==> src/hdl/accel_step_detector_macros.svh <==
// Assertion macros for the step detector.
// Define NO_ASSERTIONS to compile them away.
`ifndef ACCEL_STEP_DETECTOR_MACROS_SVH
`define ACCEL_STEP_DETECTOR_MACROS_SVH
`ifndef NO_ASSERTIONS
// Property checked on every clock edge outside reset.
`define ASD_ASSERT(lbl, clk, rst_n, prop, msg) \
  lbl: assert property (@(posedge clk) disable iff (!rst_n) (prop)) else $error(msg);
// Property checked on every clock edge at which a condition holds.
`define ASD_ASSERT_IF(lbl, clk, rst_n, cond, prop, msg) \
  lbl: assert property (@(posedge clk) disable iff (!rst_n) (cond) |-> (prop)) else $error(msg);
`else
`define ASD_ASSERT(lbl, clk, rst_n, prop, msg)
`define ASD_ASSERT_IF(lbl, clk, rst_n, cond, prop, msg)
`endif
`endif

==> src/hdl/asd_pkg.sv <==
`timescale 1ns / 1ps

package asd_pkg;

  // Default axis width used by the sign extension of the inputs.
  localparam int unsigned AXIS_WIDTH_DEF = 16;

  // Widths of the configuration port.
  localparam int unsigned CFG_IDX_W  = 4;
  localparam int unsigned CFG_DATA_W = 20;

  // Item opcodes.
  localparam logic OP_SAMPLE = 1'b0;
  localparam logic OP_CLEAR  = 1'b1;

  // Configuration register indexes.
  typedef enum logic [CFG_IDX_W-1:0] {
    REG_HP_ALPHA       = 4'd0,
    REG_LP_BETA        = 4'd1,
    REG_THRESHOLD_HIGH = 4'd2,
    REG_THRESHOLD_LOW  = 4'd3,
    REG_MIN_HALF_TICKS = 4'd4,
    REG_MAX_HALF_TICKS = 4'd5,
    REG_MIN_SWING      = 4'd6,
    REG_GUARD_COUNT    = 4'd7
  } cfg_reg_e;

  // Configuration reset values.
  localparam logic        [15:0] HP_ALPHA_RST       = 16'd62259;
  localparam logic        [15:0] LP_BETA_RST        = 16'd13107;
  localparam logic signed [19:0] THRESHOLD_HIGH_RST = 20'sd614;
  localparam logic signed [19:0] THRESHOLD_LOW_RST  = -20'sd614;
  localparam logic        [9:0]  MIN_HALF_TICKS_RST = 10'd5;
  localparam logic        [9:0]  MAX_HALF_TICKS_RST = 10'd50;
  localparam logic        [19:0] MIN_SWING_RST      = 20'd1229;
  localparam logic        [7:0]  GUARD_COUNT_RST    = 8'd4;

  // Magnitude after reset: 1 g in Q4.12.
  localparam logic [15:0] MAGNITUDE_RST = 16'd4096;

  // Detector phases.
  typedef enum logic [1:0] {
    PH_IDLE   = 2'd0,
    PH_PEAK   = 2'd1,
    PH_VALLEY = 2'd2
  } phase_e;

  // Input transaction.
  typedef struct packed {
    logic               opcode;
    logic signed [15:0] accel_x;
    logic signed [15:0] accel_y;
    logic signed [15:0] accel_z;
  } in_item_t;

  // Output transaction.
  typedef struct packed {
    logic        [31:0] step_count;
    logic               step_seen;
    logic        [1:0]  detector_phase;
    logic signed [19:0] smoothed;
  } out_item_t;

endpackage

==> src/hdl/accel_step_detector.sv <==
// Peak/valley step detector for a three-axis accelerometer. The input is stalled from the
// acceptance of a sample transaction until its result is handed to the output register, so a
// new sample is not taken before the last one is through; one shared 21x17 multiplier is used
// for the three squares and both filters, and the 16-step integer square root runs one result
// bit per cycle. A clear transaction goes from acceptance straight to the hand-over state. A finished
// result waits in the output register while the next transaction is accepted. Configuration
// writes are always ready and must be issued only while no transaction is in flight.
`timescale 1ns / 1ps
`include "accel_step_detector_macros.svh"

module accel_step_detector #(
  parameter int unsigned AXIS_WIDTH = asd_pkg::AXIS_WIDTH_DEF
) (
  input  logic                            clk_i,
  input  logic                            rst_ni,
  input  logic                            in_valid_i,
  output logic                            in_stall_o,
  input  asd_pkg::in_item_t               in_data_i,
  output logic                            out_valid_o,
  input  logic                            out_stall_i,
  output asd_pkg::out_item_t              out_data_o,
  input  logic                            cfg_valid_i,
  output logic                            cfg_ready_o,
  input  logic [asd_pkg::CFG_IDX_W-1:0]   cfg_index_i,
  input  logic [asd_pkg::CFG_DATA_W-1:0]  cfg_data_i
);

  typedef enum logic [3:0] {
    ST_IDLE,
    ST_SQ_X,
    ST_SQ_Y,
    ST_SQ_Z,
    ST_SUM,
    ST_SQRT,
    ST_HP_DIFF,
    ST_HP_MUL,
    ST_HP_RND,
    ST_LP_DIFF,
    ST_LP_MUL,
    ST_LP_RND,
    ST_DETECT,
    ST_DONE
  } state_e;

  // Round half up, drop 16 fraction bits and saturate to signed 20 bits.
  function automatic logic signed [19:0] round_sat(input logic signed [39:0] x);
    logic signed [39:0] y;
    logic signed [23:0] q;
    y = x + 40'sd32768;
    q = y[39:16];
    if (q > 24'sd524287) begin
      return 20'sd524287;
    end else if (q < -24'sd524288) begin
      return -20'sd524288;
    end else begin
      return q[19:0];
    end
  endfunction

  // Control, configuration and filter state.
  state_e             state_q, state_d;
  logic        [3:0]  cnt_q, cnt_d;
  logic        [15:0] hp_alpha_q, hp_alpha_d;
  logic        [15:0] lp_beta_q, lp_beta_d;
  logic signed [19:0] th_high_q, th_high_d;
  logic signed [19:0] th_low_q, th_low_d;
  logic        [9:0]  min_half_q, min_half_d;
  logic        [9:0]  max_half_q, max_half_d;
  logic        [19:0] min_swing_q, min_swing_d;
  logic        [7:0]  guard_cnt_q, guard_cnt_d;
  logic        [15:0] last_mag_q, last_mag_d;
  logic signed [19:0] last_hp_q, last_hp_d;
  logic signed [19:0] last_lp_q, last_lp_d;
  asd_pkg::phase_e    phase_q, phase_d;
  logic signed [19:0] ext_q, ext_d;
  logic        [31:0] tick_q, tick_d;
  logic        [31:0] event_q, event_d;
  logic        [7:0]  guard_left_q, guard_left_d;
  logic        [31:0] step_q, step_d;
  asd_pkg::out_item_t res_q, res_d;
  logic               out_valid_q, out_valid_d;
  asd_pkg::out_item_t out_q, out_d;

  // Datapath registers.
  logic signed [15:0] ax_q, ax_d, ay_q, ay_d, az_q, az_d;
  logic signed [37:0] prod_q, prod_d;
  logic        [31:0] acc_q, acc_d;
  logic        [31:0] root_q, root_d;
  logic        [31:0] bit_q, bit_d;
  logic signed [20:0] diff_q, diff_d;

  // Shared multiplier.
  logic signed [20:0] mul_a;
  logic signed [16:0] mul_b;
  logic signed [37:0] mul_p;

  // Detector helpers.
  logic        [31:0] trial;
  logic signed [19:0] hp_val, lp_val, ext_n;
  logic        [31:0] since;
  logic               since_ge_min, since_gt_max;
  logic signed [20:0] swing;
  logic               seen;

  assign in_stall_o  = (state_q != ST_IDLE);
  assign cfg_ready_o = 1'b1;
  assign out_valid_o = out_valid_q;
  assign out_data_o  = out_q;

  // Operand selection for the shared multiplier.
  always_comb begin
    case (state_q)
      ST_SQ_X: begin
        mul_a = 21'($signed(ax_q[AXIS_WIDTH-1:0]));
        mul_b = 17'($signed(ax_q[AXIS_WIDTH-1:0]));
      end
      ST_SQ_Y: begin
        mul_a = 21'($signed(ay_q[AXIS_WIDTH-1:0]));
        mul_b = 17'($signed(ay_q[AXIS_WIDTH-1:0]));
      end
      ST_SQ_Z: begin
        mul_a = 21'($signed(az_q[AXIS_WIDTH-1:0]));
        mul_b = 17'($signed(az_q[AXIS_WIDTH-1:0]));
      end
      ST_HP_MUL: begin
        mul_a = diff_q;
        mul_b = $signed({1'b0, hp_alpha_q});
      end
      ST_LP_MUL: begin
        mul_a = diff_q;
        mul_b = $signed({1'b0, lp_beta_q});
      end
      default: begin
        mul_a = '0;
        mul_b = '0;
      end
    endcase
  end

  assign mul_p = 38'(mul_a) * 38'(mul_b);

  // Square root trial value and filter rounding.
  assign trial  = root_q + bit_q;
  assign hp_val = round_sat(40'(prod_q));
  assign lp_val = round_sat(40'(prod_q) + (40'(last_lp_q) <<< 16));

  // Detector comparisons: ticks since the last event, and the swing of the smoothed value in last_lp_q.
  assign since        = tick_q - event_q;
  assign since_ge_min = (since >= {22'd0, min_half_q});
  assign since_gt_max = (since > {22'd0, max_half_q});

  always_comb begin
    ext_n = ext_q;
    if (phase_q == asd_pkg::PH_PEAK) begin
      if (last_lp_q > ext_q) ext_n = last_lp_q;
    end else if (phase_q != asd_pkg::PH_IDLE) begin
      if (last_lp_q < ext_q) ext_n = last_lp_q;
    end
  end

  assign swing = {ext_n[19], ext_n} - {last_lp_q[19], last_lp_q};

  // Next-state logic for the sequencer and all state.
  always_comb begin
    state_d      = state_q;
    cnt_d        = cnt_q;
    hp_alpha_d   = hp_alpha_q;
    lp_beta_d    = lp_beta_q;
    th_high_d    = th_high_q;
    th_low_d     = th_low_q;
    min_half_d   = min_half_q;
    max_half_d   = max_half_q;
    min_swing_d  = min_swing_q;
    guard_cnt_d  = guard_cnt_q;
    last_mag_d   = last_mag_q;
    last_hp_d    = last_hp_q;
    last_lp_d    = last_lp_q;
    phase_d      = phase_q;
    ext_d        = ext_q;
    tick_d       = tick_q;
    event_d      = event_q;
    guard_left_d = guard_left_q;
    step_d       = step_q;
    res_d        = res_q;
    out_valid_d  = out_valid_q;
    out_d        = out_q;
    ax_d         = ax_q;
    ay_d         = ay_q;
    az_d         = az_q;
    prod_d       = prod_q;
    acc_d        = acc_q;
    root_d       = root_q;
    bit_d        = bit_q;
    diff_d       = diff_q;
    seen         = 1'b0;

    // Configuration writes; indexes beyond the list are dropped.
    if (cfg_valid_i) begin
      case (cfg_index_i)
        asd_pkg::REG_HP_ALPHA:       hp_alpha_d  = cfg_data_i[15:0];
        asd_pkg::REG_LP_BETA:        lp_beta_d   = cfg_data_i[15:0];
        asd_pkg::REG_THRESHOLD_HIGH: th_high_d   = $signed(cfg_data_i);
        asd_pkg::REG_THRESHOLD_LOW:  th_low_d    = $signed(cfg_data_i);
        asd_pkg::REG_MIN_HALF_TICKS: min_half_d  = cfg_data_i[9:0];
        asd_pkg::REG_MAX_HALF_TICKS: max_half_d  = cfg_data_i[9:0];
        asd_pkg::REG_MIN_SWING:      min_swing_d = cfg_data_i;
        asd_pkg::REG_GUARD_COUNT:    guard_cnt_d = cfg_data_i[7:0];
        default: ;
      endcase
    end

    // The output register empties when its transaction is taken.
    if (out_valid_q && !out_stall_i) begin
      out_valid_d = 1'b0;
    end

    case (state_q)
      ST_IDLE: begin
        if (in_valid_i) begin
          ax_d = in_data_i.accel_x;
          ay_d = in_data_i.accel_y;
          az_d = in_data_i.accel_z;
          if (in_data_i.opcode == asd_pkg::OP_CLEAR) begin
            // Clear restarts counting and leaves the filters alone.
            step_d       = '0;
            guard_left_d = guard_cnt_q;
            phase_d      = asd_pkg::PH_IDLE;
            event_d      = tick_q;
            res_d        = '0;
            state_d      = ST_DONE;
          end else begin
            tick_d  = tick_q + 32'd1;
            state_d = ST_SQ_X;
          end
        end
      end
      ST_SQ_X: begin
        prod_d  = mul_p;
        state_d = ST_SQ_Y;
      end
      ST_SQ_Y: begin
        acc_d   = prod_q[31:0];
        prod_d  = mul_p;
        state_d = ST_SQ_Z;
      end
      ST_SQ_Z: begin
        acc_d   = acc_q + prod_q[31:0];
        prod_d  = mul_p;
        state_d = ST_SUM;
      end
      ST_SUM: begin
        acc_d   = acc_q + prod_q[31:0];
        root_d  = '0;
        bit_d   = 32'h4000_0000;
        cnt_d   = '0;
        state_d = ST_SQRT;
      end
      ST_SQRT: begin
        // One result bit per cycle of the digit-by-digit square root.
        if (acc_q >= trial) begin
          acc_d  = acc_q - trial;
          root_d = (root_q >> 1) + bit_q;
        end else begin
          root_d = root_q >> 1;
        end
        bit_d = bit_q >> 2;
        cnt_d = cnt_q + 4'd1;
        if (cnt_q == 4'd15) begin
          state_d = ST_HP_DIFF;
        end
      end
      ST_HP_DIFF: begin
        diff_d  = {last_hp_q[19], last_hp_q} + $signed({5'd0, root_q[15:0]})
                - $signed({5'd0, last_mag_q});
        state_d = ST_HP_MUL;
      end
      ST_HP_MUL: begin
        prod_d  = mul_p;
        state_d = ST_HP_RND;
      end
      ST_HP_RND: begin
        last_hp_d  = hp_val;
        last_mag_d = root_q[15:0];
        state_d    = ST_LP_DIFF;
      end
      ST_LP_DIFF: begin
        // beta*h + (1-beta)*l is formed as l + beta*(h - l).
        diff_d  = {last_hp_q[19], last_hp_q} - {last_lp_q[19], last_lp_q};
        state_d = ST_LP_MUL;
      end
      ST_LP_MUL: begin
        prod_d  = mul_p;
        state_d = ST_LP_RND;
      end
      ST_LP_RND: begin
        last_lp_d = lp_val;
        state_d   = ST_DETECT;
      end
      ST_DETECT: begin
        ext_d = ext_n;
        case (phase_q)
          asd_pkg::PH_IDLE: begin
            if (last_lp_q > th_high_q) begin
              ext_d   = last_lp_q;
              event_d = tick_q;
              phase_d = asd_pkg::PH_PEAK;
            end
          end
          asd_pkg::PH_PEAK: begin
            if (last_lp_q < th_low_q && since_ge_min) begin
              if (!since_gt_max && swing >= $signed({1'b0, min_swing_q})) begin
                ext_d   = last_lp_q;
                event_d = tick_q;
                phase_d = asd_pkg::PH_VALLEY;
              end else begin
                phase_d = asd_pkg::PH_IDLE;
              end
            end else if (since_gt_max) begin
              phase_d = asd_pkg::PH_IDLE;
            end
          end
          default: begin
            // After a valley, a new peak completes one full step cycle.
            if (last_lp_q > th_high_q && since_ge_min) begin
              if (!since_gt_max) begin
                if (guard_left_q != 8'd0) begin
                  guard_left_d = guard_left_q - 8'd1;
                end else begin
                  step_d = step_q + 32'd1;
                  seen   = 1'b1;
                end
                ext_d   = last_lp_q;
                event_d = tick_q;
                phase_d = asd_pkg::PH_PEAK;
              end else begin
                phase_d = asd_pkg::PH_IDLE;
              end
            end else if (since_gt_max) begin
              phase_d = asd_pkg::PH_IDLE;
            end
          end
        endcase
        res_d.step_count     = step_d;
        res_d.step_seen      = seen;
        res_d.detector_phase = phase_d;
        res_d.smoothed       = last_lp_q;
        state_d              = ST_DONE;
      end
      ST_DONE: begin
        // Hand the result over once the output register is free.
        if (!out_valid_q || !out_stall_i) begin
          out_d       = res_q;
          out_valid_d = 1'b1;
          state_d     = ST_IDLE;
        end
      end
      default: begin
        state_d = ST_IDLE;
      end
    endcase
  end

  // Sequencer, configuration, filter and detector state, output register.
  always_ff @(posedge clk_i or negedge rst_ni) begin
    if (!rst_ni) begin
      state_q      <= ST_IDLE;
      cnt_q        <= '0;
      hp_alpha_q   <= asd_pkg::HP_ALPHA_RST;
      lp_beta_q    <= asd_pkg::LP_BETA_RST;
      th_high_q    <= asd_pkg::THRESHOLD_HIGH_RST;
      th_low_q     <= asd_pkg::THRESHOLD_LOW_RST;
      min_half_q   <= asd_pkg::MIN_HALF_TICKS_RST;
      max_half_q   <= asd_pkg::MAX_HALF_TICKS_RST;
      min_swing_q  <= asd_pkg::MIN_SWING_RST;
      guard_cnt_q  <= asd_pkg::GUARD_COUNT_RST;
      last_mag_q   <= asd_pkg::MAGNITUDE_RST;
      last_hp_q    <= '0;
      last_lp_q    <= '0;
      phase_q      <= asd_pkg::PH_IDLE;
      ext_q        <= '0;
      tick_q       <= '0;
      event_q      <= '0;
      guard_left_q <= asd_pkg::GUARD_COUNT_RST;
      step_q       <= '0;
      res_q        <= '0;
      out_valid_q  <= 1'b0;
      out_q        <= '0;
    end else begin
      state_q      <= state_d;
      cnt_q        <= cnt_d;
      hp_alpha_q   <= hp_alpha_d;
      lp_beta_q    <= lp_beta_d;
      th_high_q    <= th_high_d;
      th_low_q     <= th_low_d;
      min_half_q   <= min_half_d;
      max_half_q   <= max_half_d;
      min_swing_q  <= min_swing_d;
      guard_cnt_q  <= guard_cnt_d;
      last_mag_q   <= last_mag_d;
      last_hp_q    <= last_hp_d;
      last_lp_q    <= last_lp_d;
      phase_q      <= phase_d;
      ext_q        <= ext_d;
      tick_q       <= tick_d;
      event_q      <= event_d;
      guard_left_q <= guard_left_d;
      step_q       <= step_d;
      res_q        <= res_d;
      out_valid_q  <= out_valid_d;
      out_q        <= out_d;
    end
  end

  // Working registers of the arithmetic datapath.
  always_ff @(posedge clk_i) begin
    ax_q   <= ax_d;
    ay_q   <= ay_d;
    az_q   <= az_d;
    prod_q <= prod_d;
    acc_q  <= acc_d;
    root_q <= root_d;
    bit_q  <= bit_d;
    diff_q <= diff_d;
  end

  // Checks on the sequencer and the detector.
  `ASD_ASSERT(a_busy_after_accept, clk_i, rst_ni, in_valid_i && !in_stall_o |=> in_stall_o, "block not busy after an accepted transaction")
  `ASD_ASSERT_IF(a_seen_is_peak, clk_i, rst_ni, out_valid_o && out_data_o.step_seen, out_data_o.detector_phase == asd_pkg::PH_PEAK, "counted step without entering peak phase")
  `ASD_ASSERT_IF(a_seen_no_guard, clk_i, rst_ni, state_q == ST_DONE && res_q.step_seen, guard_left_q == 8'd0, "step counted while guard credits remain")
  `ASD_ASSERT_IF(a_root_fits, clk_i, rst_ni, state_q == ST_HP_DIFF, root_q[31:16] == 16'd0, "square root exceeds 16 bits")

endmodule
==> config.mk <==
export PLATFORM = sky130hd
export DESIGN_NAME = accel_step_detector
export DESIGN_NICKNAME = d
export VERILOG_FILES = /design/src/hdl/asd_pkg.sv /design/src/hdl/accel_step_detector.sv
export VERILOG_INCLUDE_DIRS = /design/src /design/src/hdl
export SDC_FILE = /design/constraint.sdc
export NUM_CORES = 2
export LEC_CHECK = 0
export BUFFER_PORTS_ARGS = -buffer_cell sky130_fd_sc_hd__clkbuf_2
export CAP_MARGIN = 40
export CORE_ASPECT_RATIO = 1.2
export CORE_MARGIN = 8
export CORE_UTILIZATION = 40
export CTS_CLUSTER_SIZE = 10
export DETAILED_ROUTE_END_ITERATION = 10
export PLACE_DENSITY = 0.64
export SKIP_CTS_REPAIR_TIMING = 1
export SLEW_MARGIN = 20
export SYNTH_ARGS = -nofsm -noshare
export SYNTH_HDL_FRONTEND = slang
export SYNTH_SLANG_ARGS = --single-unit
==> constraint.sdc <==
create_clock -name clk_i -period 10.4 [get_ports clk_i]
set_clock_uncertainty 0.1 [all_clocks]
set_input_delay 0.52 -clock clk_i [delete_from_list [all_inputs] [get_ports clk_i]]
set_output_delay 0.52 -clock clk_i [all_outputs]
set_load 0.1 [all_outputs]
==> metrics.md <==
| Metric | Value |
|---|---|
| Critical Path Stages | 26 |
| Startpoint Class | register |
| Worst endpoint data arrival time | 9.33 ns |
| TritonCTS Sinks | between 500 and 600 |
| Crit-path most repeated cell | fa_1 |
| CTS tree | done |
| CTS H-tree lvls | 3 |
| Initial antenna violation count | 4 |
| Core area | roughly 120000 µm² |
| EDFF count, synth | 187 |
| Via count | 39200 |
| Synth-to-layout area growth | 12.0% |
| CTS Root Buffer Type | clkbuf_16 |
| Final Hold Viols | 0 |
| Fraction of layout cells with a size suffix above 1 | 11.3% |
| Synth cell types | 90 |
| GPL Wtd Cong | roughly 0.94 |
| Die area | around 140000 µm² |
| Buf/Inv on CP | 5 |
| Crit-path slowest cell | dfrtp_1 |
| Outcome | finished clean |
| DRT Wirelength | 148000 µm |
| First-pass GRT wire length | 229000 µm |
| Worst hold path type | input pin to register |
| FP Rows | 141 |
| Tcrit/Tclk final | 86.9% |
| Gr ovfl total | 0 |
| Vias per cell | 5.53 |
| TritonCTS buffer count | 72 |
| Minimum clock period | ~9 ns |
| Mapped cell area | between 40000 and 50000 µm² |
| FFs w/ async S/R, synth | 67.4% |
| # DRC | 0 |
| CTS max path bufs | 3 |
| Commonest non-fill, non-tap cell in the layout | inv_1 |
| Most frequent cells in the layout | inv_1 (627), nand2_1 (493), nor2_1 (419) |
| Slew Viols, Final | 0 |
| CP top delay family | adder cells |
| Die Y | about 400 µm |
| Setup TNS | 0 ns |
| Largest net degree at the start of global routing | 131 |
| Post-route antenna net violation count | 0 |
| Synth warn | 0 |
| Synth Instances | 5186 |
| Worst-path clk slew | approximately 0.06 ns |
| Crit path required time | 10.69 ns |
| Seq/Total Area, Yosys | 31.0% |
| IO Pins | 136 |
| Synth top area cells | dfrtp_1 (17%), fa_1 (15%), edfxtp_1 (11%), ha_1 (10%), inv_1 (4.8%) |
| Largest fanout on the critical path | 26 |
| First drt pass iteration count | 7 |
| Max incr delay on CP | roughly 0.68 ns |
| Initial Utilization | between 40% and 50% |
| Top-area cell type share of the netlist area | 16.9% |
| Syn avg cell area | 9.55 µm² |
| FF-to-FF path depth | 26 |
| Die Wd | ~340 µm |
| Number of register bits inferred by synthesis | 574 |
| Cell taking the most area after synthesis | dfrtp_1 |
| Unrepaired setup endpoints after global routing | false |
| Total track usage | 21.6% |
| Final nets | 6249 |
| Tightest Pin Transition | between 1 and 1.5 ns |
| CP endpoint kind | register |
| CP Class | register to register |
| Max Freq | 0.111 GHz |
| I/O Buffers | 134 |
| Hold path depth | 3 |
| Slew HR | 32.2% |
| MaxCap Viol Count | 0 |
| Vias in the first global route | 39700 |
| # setup viols final | 0 |
| Synth Flop Type | dfrtp_1 |
| Drt wl/cell | 20.9 µm |
| HPWL after detailed placement | 116000 µm |
| Drt first-iter violations | about 2700 |
| Clock latency at the later pin of the worst-skew pair | 0.67 ns |
cell type report:
type | count | area [µm²]
well taps | 1644 | 2060
clock inverters | 11 | 193
fillers | 11600 | 67500
repair buffers | 282 | 2100
clock buffers | 116 | 2080
inverters | 628 | 2360
multi-input cells | 3827 | 31300
flip-flops and latches | 574 | 15400
diodes | 2 | 5.00
cell families (layout without fill, tap and decap cells):
family	Yosys count	count (layout)	synth area share, %
AND/OR/NAND/NOR	1468	1468	13.8
AO/OA/AOI/OAI	1068	1068	13.6
buffers and inverters	789	1037	6.06
adder cells (fa/ha/maj)	786	786	25.6
flip-flops	574	574	31.0
XOR/XNOR	268	268	4.74
multiplexers	231	231	5.15
other	2	8	0.0152
per-stage QoR:
step,hold WS [ns],setup slack (ns),util [%],instance area (µm²),instances
final,0.0265,1.36,45.1,55500,7084
after global routing,0.00212,0.749,45.1,55500,7084
after CTS,-0.121,1.36,44.6,54800,7024
after detailed placement,0.367,1.39,42.8,52600,6897
after global placement,0.359,1.46,42.5,52200,6868
after floorplan,0.124,2.26,-,49500,5190
final timing paths:
check / slack, ns / end / from
max reg2reg: 1.36 / prod_q[35] / state_q[0]
max in group asynchronous: 7.83 / min_swing_q[0] / rst_ni
min: 0.03 / th_low_q[16] / cfg_data_i[16]
min reg2reg: 0.38 / res_q[14] / res_q[14]
min in group asynchronous: 0.48 / out_data_o[40] / rst_ni
max: 1.36 / prod_q[35] / state_q[0]
worst register-to-register path, delay by kind of cell, from the launching register on:
kind	cells	cell delay (ns)
adder cells (fa/ha/maj)	7	3.47
AO/OA/AOI/OAI	8	2.47
AND/OR/NAND/NOR	6	1.17
buffers and inverters	5	0.88
flip-flops	1	0.68
cells in the mapped netlist (108+ instances only):
cell type and n:
nor2_1 422, fa_1 378, dfrtp_1 335, inv_1 627, o21ai_0 260, mux2_2 156, xnor2_1 171, a21o_1 108
ha_1 408, edfxtp_1 187, clkbuf_1 138, a21oi_1 285, nand2_1 493
registers in the layout, indices dropped and copies added, names as in the netlist, 10 cells and up:
name,flops
prod_q,38
th_high_q,20
min_half_q,10
event_q,32
step_q,32
bit_q,16
tick_q,32
ay_q,16
min_swing_q,20
res_q,21
th_low_q,20
acc_q,32
ext_q,20
diff_q,21
az_q,16
last_lp_q,20
root_q,32
last_hp_q,20
ax_q,16
out_data_o,55
last_mag_q,16
max_half_q,10
hp_alpha_q,16
lp_beta_q,16
metal layers:
| metal | share of wire [%] | up-vias | global-route usage (%) |
|---|---|---|---|
| met5 | 0 | - | 0 |
| met4 | 6.5 | 0 | 11.6 |
| met3 | 5.1 | 377 | 3.02 |
| met2 | 50 | 1165 | 38.2 |
| met1 | 38 | 19400 | 25.2 |
| li1 | - | 18200 | - |
Power is left out: the tool's default activity adds up to more than one toggle a clock period on the data nets, which glitch-free logic cannot reach.
